===== src/rtl/mep_pkg.sv =====
// mep_pkg: widths, register codes, palette and helpers for the escape-time block
// no dependencies; used by every file in rtl
`timescale 1ns / 1ps

package mep_pkg;

    localparam int IDX_W      = 10;
    localparam int MAX_SIDE   = 1024;
    localparam int COORD_W    = 32;
    localparam int ITER_W     = 16;
    localparam int RGB_W      = 24;
    localparam int FRAC_BITS  = 28;
    localparam int RADIUS_LOG2 = 1;

    // magnitude bound of a z part while the point is still inside the radius
    localparam int MAG_BITS   = FRAC_BITS + RADIUS_LOG2;
    localparam int SQ_W       = 2 * MAG_BITS;
    localparam int Z_W        = COORD_W + 1;
    localparam int MUL_W      = Z_W;
    localparam int PROD_W     = 2 * MUL_W;
    localparam int MAP_W      = IDX_W + COORD_W + 2;

    localparam int CFG_IDX_W  = 3;
    localparam int CFG_DATA_W = 32;

    localparam logic [CFG_IDX_W-1:0] REG_X_ORIGIN = 3'd0;
    localparam logic [CFG_IDX_W-1:0] REG_Y_ORIGIN = 3'd1;
    localparam logic [CFG_IDX_W-1:0] REG_X_STEP   = 3'd2;
    localparam logic [CFG_IDX_W-1:0] REG_Y_STEP   = 3'd3;
    localparam logic [CFG_IDX_W-1:0] REG_MAX_ITER = 3'd4;

    localparam logic signed [COORD_W-1:0] X_ORIGIN_RST = -32'sd536870912;
    localparam logic signed [COORD_W-1:0] Y_ORIGIN_RST = -32'sd402653184;
    localparam logic signed [COORD_W-1:0] X_STEP_RST   = 32'sd1258291;
    localparam logic signed [COORD_W-1:0] Y_STEP_RST   = 32'sd1677722;
    localparam logic [ITER_W-1:0]         MAX_ITER_RST = 16'd1000;

    localparam logic [RGB_W-1:0] RGB_BLACK = '0;

    typedef logic [RGB_W-1:0] rgb_t;

    localparam rgb_t PALETTE [16] = '{
        24'h0F1E42, 24'h1A0719, 24'h2F0109, 24'h490404,
        24'h640700, 24'h8A2C0C, 24'hB15218, 24'hD17D39,
        24'hE5B586, 24'hF8ECD3, 24'hBFE9F1, 24'h5FC9F8,
        24'h00AAFF, 24'h0080CC, 24'h005799, 24'h03346A
    };

    // clamp a mapped coordinate to the signed coordinate range
    function automatic logic signed [COORD_W-1:0] sat_coord(input logic signed [MAP_W-1:0] v);
        logic signed [COORD_W-1:0] r;
        if ((&v[MAP_W-1:COORD_W-1]) || !(|v[MAP_W-1:COORD_W-1]))
        begin
            r = v[COORD_W-1:0];
        end
        else if (v[MAP_W-1])
        begin
            r = {1'b1, {(COORD_W-1){1'b0}}};
        end
        else
        begin
            r = {1'b0, {(COORD_W-1){1'b1}}};
        end
        return r;
    endfunction

endpackage


===== src/rtl/mep_in_if.sv =====
// mep_in_if: pixel request channel (column and row)
// depends on mep_pkg for field widths
`timescale 1ns / 1ps

interface mep_in_if;
    logic                      valid;
    logic                      ready;
    logic [mep_pkg::IDX_W-1:0] column;
    logic [mep_pkg::IDX_W-1:0] row;

    modport source (output valid, output column, output row, input ready);
    modport sink (input valid, input column, input row, output ready);
endinterface


===== src/rtl/mep_out_if.sv =====
// mep_out_if: pixel result channel (color and iteration count)
// depends on mep_pkg for field widths
`timescale 1ns / 1ps

interface mep_out_if;
    logic                       valid;
    logic                       ready;
    logic [mep_pkg::RGB_W-1:0]  pixel_rgb;
    logic [mep_pkg::ITER_W-1:0] iterations;

    modport source (output valid, output pixel_rgb, output iterations, input ready);
    modport sink (input valid, input pixel_rgb, input iterations, output ready);
endinterface


===== src/rtl/mep_mul.sv =====
// mep_mul: shared signed multiplier with a registered product
// depends on mep_pkg for operand and product widths
`timescale 1ns / 1ps

module mep_mul
(
    input  logic                               clk,
    input  logic signed [mep_pkg::MUL_W-1:0]   op_a,
    input  logic signed [mep_pkg::MUL_W-1:0]   op_b,
    output logic signed [mep_pkg::PROD_W-1:0]  prod
);

    logic signed [mep_pkg::PROD_W-1:0] prod_reg;
    logic signed [mep_pkg::PROD_W-1:0] prod_next;

    assign prod_next = mep_pkg::PROD_W'(op_a) * mep_pkg::PROD_W'(op_b);

    always_ff @(posedge clk)
    begin
        prod_reg <= prod_next;
    end

    assign prod = prod_reg;

endmodule


===== src/rtl/mandelbrot_escape_pixel_color.sv =====
// Escape-time pixel colorer. Each pixel transaction maps column and row to c in signed Q4.28
// (origin + index * step, saturated), iterates z = z*z + c from zero and returns one result
// transaction: the iteration count and a color from a 16-entry palette, or black when the
// iteration limit (1000 after reset) is reached. One 33x33 multiplier is shared by the whole
// computation: the pixel is taken, the map x, map y and map c setup states form c, then each
// iteration runs a*a, b*b, a*b and update, with a last escape check either at a*a (a part
// already out of range) or at update, and the result is loaded when the output register is
// free, so a full result register holds the block back. The block takes one pixel at a time;
// the next pixel is accepted as soon as the previous result sits in the output register.
// Configuration registers are written through cfg_we / cfg_index / cfg_data and must only
// change while the block is idle.
// depends on mep_pkg, mep_in_if, mep_out_if, mep_mul
`timescale 1ns / 1ps

module mandelbrot_escape_pixel_color
(
    input  logic                                clk,
    input  logic                                rst_n,
    input  logic                                cfg_we,
    input  logic [mep_pkg::CFG_IDX_W-1:0]       cfg_index,
    input  logic [mep_pkg::CFG_DATA_W-1:0]      cfg_data,
    mep_in_if.sink                              pixel,
    mep_out_if.source                           result
);

    localparam logic [3:0] S_IDLE   = 4'd0;
    localparam logic [3:0] S_MAP_X  = 4'd1;
    localparam logic [3:0] S_MAP_Y  = 4'd2;
    localparam logic [3:0] S_MAP_C  = 4'd3;
    localparam logic [3:0] S_SQ_A   = 4'd4;
    localparam logic [3:0] S_SQ_B   = 4'd5;
    localparam logic [3:0] S_MUL_AB = 4'd6;
    localparam logic [3:0] S_UPDATE = 4'd7;
    localparam logic [3:0] S_DONE   = 4'd8;

    localparam logic signed [mep_pkg::Z_W-1:0] MAG_LIM =
        mep_pkg::Z_W'(64'd1 << mep_pkg::MAG_BITS);

    logic [3:0] state_reg;
    logic [3:0] state_next;

    logic signed [mep_pkg::COORD_W-1:0] x_origin_reg;
    logic signed [mep_pkg::COORD_W-1:0] y_origin_reg;
    logic signed [mep_pkg::COORD_W-1:0] x_step_reg;
    logic signed [mep_pkg::COORD_W-1:0] y_step_reg;
    logic [mep_pkg::ITER_W-1:0]         max_iter_reg;

    logic [mep_pkg::IDX_W-1:0]          col_reg;
    logic [mep_pkg::IDX_W-1:0]          row_reg;
    logic signed [mep_pkg::COORD_W-1:0] cx_reg;
    logic signed [mep_pkg::COORD_W-1:0] cy_reg;
    logic signed [mep_pkg::Z_W-1:0]     a_reg;
    logic signed [mep_pkg::Z_W-1:0]     b_reg;
    logic [mep_pkg::SQ_W-1:0]           a2_reg;
    logic [mep_pkg::SQ_W-1:0]           b2_reg;
    logic [mep_pkg::ITER_W-1:0]         n_reg;

    logic                               out_valid_reg;
    mep_pkg::rgb_t                      rgb_reg;
    logic [mep_pkg::ITER_W-1:0]         iter_reg;

    logic signed [mep_pkg::MUL_W-1:0]   op_a;
    logic signed [mep_pkg::MUL_W-1:0]   op_b;
    logic signed [mep_pkg::PROD_W-1:0]  prod;

    logic [mep_pkg::IDX_W-1:0]          col_clamped;
    logic [mep_pkg::IDX_W-1:0]          row_clamped;
    logic signed [mep_pkg::MAP_W-1:0]   map_prod;
    logic signed [mep_pkg::MAP_W-1:0]   map_x_sum;
    logic signed [mep_pkg::MAP_W-1:0]   map_y_sum;
    logic [mep_pkg::SQ_W:0]             mag_sum;
    logic signed [mep_pkg::SQ_W:0]      sq_diff;
    logic signed [mep_pkg::Z_W-1:0]     re_next;
    logic signed [mep_pkg::Z_W-1:0]     im_next;
    logic                               in_range;
    logic                               escaped;
    logic                               limit_hit;
    logic                               out_free;
    logic                               accept;

    // index beyond the side is pinned to the last column or row
    assign col_clamped = (32'(pixel.column) >= 32'(mep_pkg::MAX_SIDE)) ?
                         mep_pkg::IDX_W'(mep_pkg::MAX_SIDE - 1) : pixel.column;
    assign row_clamped = (32'(pixel.row) >= 32'(mep_pkg::MAX_SIDE)) ?
                         mep_pkg::IDX_W'(mep_pkg::MAX_SIDE - 1) : pixel.row;

    assign accept   = pixel.valid && pixel.ready;
    assign out_free = !out_valid_reg || result.ready;

    assign map_prod  = $signed(prod[mep_pkg::MAP_W-1:0]);
    assign map_x_sum = map_prod + mep_pkg::MAP_W'(x_origin_reg);
    assign map_y_sum = map_prod + mep_pkg::MAP_W'(y_origin_reg);

    assign in_range = (a_reg < MAG_LIM) && (a_reg > -MAG_LIM) &&
                      (b_reg < MAG_LIM) && (b_reg > -MAG_LIM);

    assign mag_sum   = {1'b0, a2_reg} + {1'b0, b2_reg};
    assign escaped   = mag_sum[mep_pkg::SQ_W];
    assign limit_hit = (n_reg >= max_iter_reg);
    assign sq_diff   = $signed({1'b0, a2_reg}) - $signed({1'b0, b2_reg});
    assign re_next   = mep_pkg::Z_W'($signed(sq_diff[mep_pkg::SQ_W:mep_pkg::FRAC_BITS]))
                     + mep_pkg::Z_W'(cx_reg);
    assign im_next   = mep_pkg::Z_W'($signed(prod[mep_pkg::SQ_W-1:mep_pkg::FRAC_BITS-1]))
                     + mep_pkg::Z_W'(cy_reg);

    always_comb
    begin
        unique case (state_reg)
            S_MAP_X:
            begin
                op_a = mep_pkg::MUL_W'($signed({1'b0, col_reg}));
                op_b = mep_pkg::MUL_W'(x_step_reg);
            end
            S_MAP_Y:
            begin
                op_a = mep_pkg::MUL_W'($signed({1'b0, row_reg}));
                op_b = mep_pkg::MUL_W'(y_step_reg);
            end
            S_SQ_A:
            begin
                op_a = a_reg;
                op_b = a_reg;
            end
            S_SQ_B:
            begin
                op_a = b_reg;
                op_b = b_reg;
            end
            default:
            begin
                op_a = a_reg;
                op_b = b_reg;
            end
        endcase
    end

    mep_mul u_mul
    (
        .clk  (clk),
        .op_a (op_a),
        .op_b (op_b),
        .prod (prod)
    );

    always_comb
    begin
        state_next = state_reg;
        unique case (state_reg)
            S_IDLE:
            begin
                if (pixel.valid)
                begin
                    state_next = S_MAP_X;
                end
            end
            S_MAP_X:  state_next = S_MAP_Y;
            S_MAP_Y:  state_next = S_MAP_C;
            S_MAP_C:  state_next = S_SQ_A;
            S_SQ_A:   state_next = in_range ? S_SQ_B : S_DONE;
            S_SQ_B:   state_next = S_MUL_AB;
            S_MUL_AB: state_next = S_UPDATE;
            S_UPDATE: state_next = (escaped || limit_hit) ? S_DONE : S_SQ_A;
            S_DONE:
            begin
                if (out_free)
                begin
                    state_next = S_IDLE;
                end
            end
            default:  state_next = S_IDLE;
        endcase
    end

    always_ff @(posedge clk or negedge rst_n)
    begin
        if (!rst_n)
        begin
            state_reg <= S_IDLE;
        end
        else
        begin
            state_reg <= state_next;
        end
    end

    always_ff @(posedge clk or negedge rst_n)
    begin
        if (!rst_n)
        begin
            x_origin_reg <= mep_pkg::X_ORIGIN_RST;
            y_origin_reg <= mep_pkg::Y_ORIGIN_RST;
            x_step_reg   <= mep_pkg::X_STEP_RST;
            y_step_reg   <= mep_pkg::Y_STEP_RST;
            max_iter_reg <= mep_pkg::MAX_ITER_RST;
        end
        else if (cfg_we)
        begin
            unique case (cfg_index)
                mep_pkg::REG_X_ORIGIN: x_origin_reg <= $signed(cfg_data[mep_pkg::COORD_W-1:0]);
                mep_pkg::REG_Y_ORIGIN: y_origin_reg <= $signed(cfg_data[mep_pkg::COORD_W-1:0]);
                mep_pkg::REG_X_STEP:   x_step_reg   <= $signed(cfg_data[mep_pkg::COORD_W-1:0]);
                mep_pkg::REG_Y_STEP:   y_step_reg   <= $signed(cfg_data[mep_pkg::COORD_W-1:0]);
                mep_pkg::REG_MAX_ITER: max_iter_reg <= cfg_data[mep_pkg::ITER_W-1:0];
                default:
                begin
                end
            endcase
        end
    end

    // datapath registers
    always_ff @(posedge clk)
    begin
        if (accept)
        begin
            col_reg <= col_clamped;
            row_reg <= row_clamped;
            a_reg   <= '0;
            b_reg   <= '0;
            n_reg   <= '0;
        end
        if (state_reg == S_MAP_Y)
        begin
            cx_reg <= mep_pkg::sat_coord(map_x_sum);
        end
        if (state_reg == S_MAP_C)
        begin
            cy_reg <= mep_pkg::sat_coord(map_y_sum);
        end
        if (state_reg == S_SQ_B)
        begin
            a2_reg <= prod[mep_pkg::SQ_W-1:0];
        end
        if (state_reg == S_MUL_AB)
        begin
            b2_reg <= prod[mep_pkg::SQ_W-1:0];
        end
        if (state_reg == S_UPDATE && !escaped && !limit_hit)
        begin
            a_reg <= re_next;
            b_reg <= im_next;
            n_reg <= n_reg + 1'b1;
        end
        if (state_reg == S_DONE && out_free)
        begin
            rgb_reg  <= limit_hit ? mep_pkg::RGB_BLACK : mep_pkg::PALETTE[n_reg[3:0]];
            iter_reg <= n_reg;
        end
    end

    always_ff @(posedge clk or negedge rst_n)
    begin
        if (!rst_n)
        begin
            out_valid_reg <= 1'b0;
        end
        else if (state_reg == S_DONE && out_free)
        begin
            out_valid_reg <= 1'b1;
        end
        else if (result.ready)
        begin
            out_valid_reg <= 1'b0;
        end
    end

    assign pixel.ready       = (state_reg == S_IDLE);
    assign result.valid      = out_valid_reg;
    assign result.pixel_rgb  = rgb_reg;
    assign result.iterations = iter_reg;

endmodule


===== src/flat_wrapper.sv =====
// flat-port wrapper written by rule: the top's interface ports become plain ports
module mandelbrot_escape_pixel_color_flat 
  (clk, rst_n, cfg_we, cfg_index, cfg_data, pixel_valid, pixel_column, pixel_row, pixel_ready, result_valid, result_pixel_rgb, result_iterations, result_ready);
  mep_in_if pixel_i ();
  mep_out_if result_i ();
  input  logic clk;
  input  logic rst_n;
  input  logic cfg_we;
  input  logic [mep_pkg::CFG_IDX_W-1:0] cfg_index;
  input  logic [mep_pkg::CFG_DATA_W-1:0] cfg_data;
  input wire logic [$bits(pixel_i.valid)-1:0] pixel_valid;
  input wire logic [$bits(pixel_i.column)-1:0] pixel_column;
  input wire logic [$bits(pixel_i.row)-1:0] pixel_row;
  output wire logic [$bits(pixel_i.ready)-1:0] pixel_ready;
  output wire logic [$bits(result_i.valid)-1:0] result_valid;
  output wire logic [$bits(result_i.pixel_rgb)-1:0] result_pixel_rgb;
  output wire logic [$bits(result_i.iterations)-1:0] result_iterations;
  input wire logic [$bits(result_i.ready)-1:0] result_ready;
  assign pixel_i.valid = pixel_valid;
  assign pixel_i.column = pixel_column;
  assign pixel_i.row = pixel_row;
  assign pixel_ready = pixel_i.ready;
  assign result_valid = result_i.valid;
  assign result_pixel_rgb = result_i.pixel_rgb;
  assign result_iterations = result_i.iterations;
  assign result_i.ready = result_ready;
  mandelbrot_escape_pixel_color u_core (.clk(clk), .rst_n(rst_n), .cfg_we(cfg_we), .cfg_index(cfg_index), .cfg_data(cfg_data), .pixel(pixel_i), .result(result_i));
endmodule

===== config.mk =====
export PLATFORM = sky130hd
export DESIGN_NAME = mandelbrot_escape_pixel_color_flat
export DESIGN_NICKNAME = d
export VERILOG_FILES = /design/src/rtl/mep_pkg.sv /design/src/rtl/mep_in_if.sv /design/src/rtl/mep_out_if.sv /design/src/rtl/mep_mul.sv /design/src/rtl/mandelbrot_escape_pixel_color.sv /design/src/flat_wrapper.sv
export SDC_FILE = /design/constraint.sdc
export NUM_CORES = 2
export LEC_CHECK = 0
export ABC_CLOCK_PERIOD_IN_PS = 12800
export BUFFER_PORTS_ARGS = -buffer_cell sky130_fd_sc_hd__clkbuf_2
export CORE_MARGIN = 3
export CORE_UTILIZATION = 35
export DETAILED_ROUTE_END_ITERATION = 7
export GPL_TIMING_DRIVEN = 0
export SYNTH_ARGS = -nofsm -noshare
export SYNTH_HDL_FRONTEND = slang
export SYNTH_HIERARCHICAL = 1
export SYNTH_SLANG_ARGS = --single-unit

===== constraint.sdc =====
create_clock -name clk -period 12.8 [get_ports clk]
set_input_delay 1.92 -clock clk [delete_from_list [all_inputs] [get_ports clk]]
set_output_delay 1.92 -clock clk [all_outputs]
set_load 0.01 [all_outputs]

-- After elaboration in Yosys (flattened, before gate mapping)
Memory sizes are Yosys's and may differ from the RTL's. A register that Yosys moved wholly into a read port is not among the register bits.
Index checks and enable logic that the tools add are counted.
- register bits: 505
- ROM bits: 384
- input bits: 60
- output and inout bits: 42
- logic and storage cells: 95
- memories: 1
- add/subtract/negate cells: 7
- multipliers: 1
- $lt $le $gt $ge: 5
- eq/ne operators: 14
- mux-type cells: 18
- bitwise gates (word level): 1
- reductions and logical operators: 30
- memories (memory ; words ; width ; read ports ; clocked after memory_dff ; wr ports ; RTL line ; RTL):
    (no name shown) ; 16 ; 24 ; 1 ; 1 ; 0 ; mandelbrot_escape_pixel_color.sv:246 ; rgb_reg <= limit_hit ? mep_pkg::RGB_BLACK : mep_pkg::PALETTE[n_reg[3:0]];
- operators with widths (kind ; count):
    $pmux W33 S3 ; 2
    $mux W32 ; 4
    $mux W33 ; 3
    $add A44 B32 Y44 ; 2
    $add A31 B32 Y33 ; 2
    $gt A33 B30 Y1 const B ; 2
    $lt A33 B31 Y1 const B ; 2
    $add A58 B58 Y59 ; 1
    $sub A58 B58 Y59 ; 1
    $mul A33 B33 Y58 ; 1
    $pmux W4 S9 ; 1
    $mux W16 ; 2
    $reduce_and A13 Y1 ; 2
    $reduce_or A13 Y1 ; 2
    $add A16 B1 Y16 const B ; 1
    $eq A4 B3 Y1 const B ; 4
    $ge A16 B16 Y1 ; 1
    $mux W4 ; 4
    $reduce_and A2 Y1 ; 6
    $eq A4 B2 Y1 const B ; 2
    $logic_and A1 B1 Y1 ; 7
    $eq A3 B2 Y1 const B ; 2
    $logic_not A1 Y1 ; 5
    $not A4 Y5 ; 1
    other kinds (11) ; 16

-- Longest topological paths before layout
- depth in word-level cells: 6
- depth in mapped cells: 38
- gate-level depth less buffers: 32

-- Cells and area by module
Netlist, hierarchy kept.
- modules (own cells, without submodules) (module ; times used ; cells each ; area an instance (sq um) ; seq. area each (sq um)):
    mep_mul ; 1 ; 4323 ; 40651.5 ; 1321.3
    mandelbrot_escape_pixel_color ; 1 ; 2921 ; 30035.1 ; 13441.6

-- Worst setup path after synthesis
Ideal clock, no wire load.
- path kind: reg-to-reg
- start: register u_core.state_reg[3]
- end: register u_core/u_mul/prod[62] (netlist name)
- setup time: 0.079 ns
- arrival time: 10.053 ns
- required time: 12.721 ns
- slack: 2.668 ns
- stages on the path, launching flop included: 33
- buffers on the path: 5
- clock period less this slack: 10.132 ns
- cell sequence: dfrtp_1 clkbuf_1 nand2b_1 clkbuf_1 nor2_1 clkbuf_1 a22o_1 clkbuf_1 nand2_1 fa_1 fa_1 inv_1 fa_1 inv_1 fa_1 inv_1 fa_1 fa_1 fa_1 inv_1 fa_1 inv_1 ha_1 clkdlybuf4s18_2 nand4_1 inv_1 a221oi_2 nor2_1 a211oi_2 a21oi_2 a41oi_1 mux2_2 o211ai_1
- RTL lines (what ; RTL line ; RTL):
    start: declaration ; mandelbrot_escape_pixel_color.sv:39 ; logic [3:0] state_reg;
    start signal: assignment ; mandelbrot_escape_pixel_color.sv:182 ; state_reg <= state_next;

-- Worst setup path in the final report
- start: register u_core.state_reg[3]
- end: register u_core.u_mul.prod_reg, in the netlist u_core/u_mul/prod[48]
- word-level cells in the longest chain between the ends: 3
- elaborated cells on any way between the ends: 7
- those cells by class: 1 x mul; 4 x eq/ne; 2 x mux
- RTL lines (what ; RTL line ; RTL):
    $eq A4 B3 Y1, or another cell as far along ; mandelbrot_escape_pixel_color.sv:108 ; unique case (state_reg)
    $pmux W33 S3 * ; mandelbrot_escape_pixel_color.sv:108 ;
    net u_core.op_b, one bit ; mandelbrot_escape_pixel_color.sv:63 ; logic signed [mep_pkg::MUL_W-1:0] op_b;
    $mul A33 B33 Y58 * ; mep_mul.sv:16 ; assign prod_next = mep_pkg::PROD_W'(op_a) * mep_pkg::PROD_W'(op_b);
    net u_core.u_mul.prod_next, one bit ; mep_mul.sv:14 ; logic signed [mep_pkg::PROD_W-1:0] prod_next;
    end signal: assignment ; mep_mul.sv:20 ; prod_reg <= prod_next;
    end: declaration ; mep_mul.sv:13 ; logic signed [mep_pkg::PROD_W-1:0] prod_reg;
The timed path passes the listed nets; every way through them passes the cells marked *.
A chain may end at the register's enable or synchronous reset.

==> out/results.txt <==
Hold Violations, Final: 0
Status: complete, no violations
Fmax: 80.6 MHz
FF/Latch Area: 14600 µm²
Setup WS pre-CTS: 173 ps
Post-CTS Setup Bufs: 0
Slew HR: 8.19%
Cell area after synthesis: 67400 µm²
Post-cts sizing count: 0
Final antenna-violating net count: 0
# DRC: 0
All-Layer GR Usage: 24.1%
Worst R2R Path Depth: 34
CP startpoint kind: flop
WP data arrival: 12880 ps
Reg2reg end: u_core/u_mul/prod[48]
Iteration-0 DRC Markers: 5331
Area delta synth->final: 8.56%
Initial Util: 35.3%
CTS tree: done
DR vias: 52100
Vias in the first global route: 53000
Share of layout cells above drive strength 1: 6.37%
I/O Pins: 102
Worst-path clk slew: 70 ps
Commonest non-fill, non-tap cell in the layout: inv_1
Final Routed Wirelength: 240000 µm
Max cap viols: 0
PnR worst setup slack: 397 ps
Mapped Avg Cell Area: 9.75 µm²
Endpoint class of the critical path: flop
Worst Hold Path EP: u_core/b2_reg[56]
CP Class: flop to flop
Drt first pass iters: 8
Post-CTS Hold Buffers: 0
Synth Net Count: 8530
I/O Buffers: 101
Placer Congestion: 1.03
Congestion Overflow GR: 0
Final nets: 8700
CTS Buffer Depth: 3
Die H: 445 µm
Sink Count: 529
Area occupied by multi-input gates: 47100 µm²
Clock Skew: 28.0 ps
DP HPWL: 204000 µm
Core Footprint: 191000 µm²
Cells after Synth: 6910
H-tree Lvls: 2
Largest net degree at the start of global routing: 108
Hold crit path type: flop to flop
Post-Layout Cell Count: 9642
Worst endpoint required time: 13280 ps
Wire per inst: 24.9 µm
R2r setup slk: 400 ps
Final critical-path required period: 12400 ps
First-pass GRT wire length: 351000 µm
Detailed-route vias per instance: 5.40
Clock Tree Root: clkbuf_16
Clock latency on the worst-skew pair: 630 ps
Endpoints failing setup: 0
Most frequent cells in the layout: inv_1, fa_1, nand2_1
Max incr delay on CP: 1000 ps
Min-Delay Startpoint: u_core/u_mul/prod[56]
Final period util: 96.9%
Reg-to-Reg Start: u_core/state_reg[3]
Fillers: 19000
RSZ-0062 raised after global routing: no
Dpl cells: 9534
CP delay by family, top: adder cells
Critical path peak fanout: 10
Measured slew at the worst slew-check pin: 1380 ps
WHS Path Cells: 0
Die X: 445 µm
Slowest CP cell: a21oi_1
Die area: 198000 µm²
Total CTS buffers: 54
YS warnings: 6
CP dominant cell by count: fa_1
Std cell rows: 160
Max Slew Vio Count: 0
Antenna violations before repair: 35
CP bufs+invs: 11
layout make-up:
type / instances / share of cell area [%]
buffer: 331 / 1.85
clock inverter: 32 / 0.368
tap: 2511 / 4.29
sequential: 529 / 20.0
antenna: 7 / 0.0239
timing repair buffer: 114 / 1.01
clock buffer: 68 / 2.04
multi-input combinational: 4861 / 64.4
inverter: 1189 / 6.10
worst reg2reg max path: cells and delay by family, from the launching register on:
kind / cells / cell delay, ps
simple gates: 10 / 2940
fa+ha+maj: 9 / 4560
flops: 1 / 360
mux: 1 / 220
compound gates: 3 / 1600
buf+inv: 11 / 2560
worst max-delay path by stage:
| stage | start | end | cells past startpoint |
|---|---|---|---|
| 2_1_floorplan | u_core/state_reg[3] | u_core/u_mul/prod[55] | 32 |
| 5_1_grt | u_core/state_reg[3] | u_core/u_mul/prod[56] | 35 |
| 3_5_place_dp | u_core/state_reg[3] | u_core/u_mul/prod[56] | 33 |
| 4_1_cts | u_core/state_reg[3] | u_core/u_mul/prod[56] | 33 |
| 3_3_place_gp | u_core/state_reg[3] | u_core/u_mul/prod[56] | 32 |
| 6_report | u_core/state_reg[3] | u_core/u_mul/prod[48] | 34 |
through the flow:
step	hold slack, ps	utilization (%)	TNS [ps]	instance area, µm²
floorplan	430	-	0	67400
global placement	487	37.2	-19940	71100
detailed placement	492	37.4	0	71400
CTS	508	38.3	0	73100
global route	515	38.3	0	73200
finish	503	38.4	0	73200
metal layers:
metal  vias up  global-route usage [%]  share of wire [%]
met4         4                    10.9                5.4
met5         -                       0              0.028
met1     26700                    32.7                 41
met3       478                    3.97                8.7
li1      22500                       -                  -
met2      2437                    37.9                 45
Power is left out: the tool's default activity adds up to more than one toggle a clock period on the data nets, which glitch-free logic cannot reach.
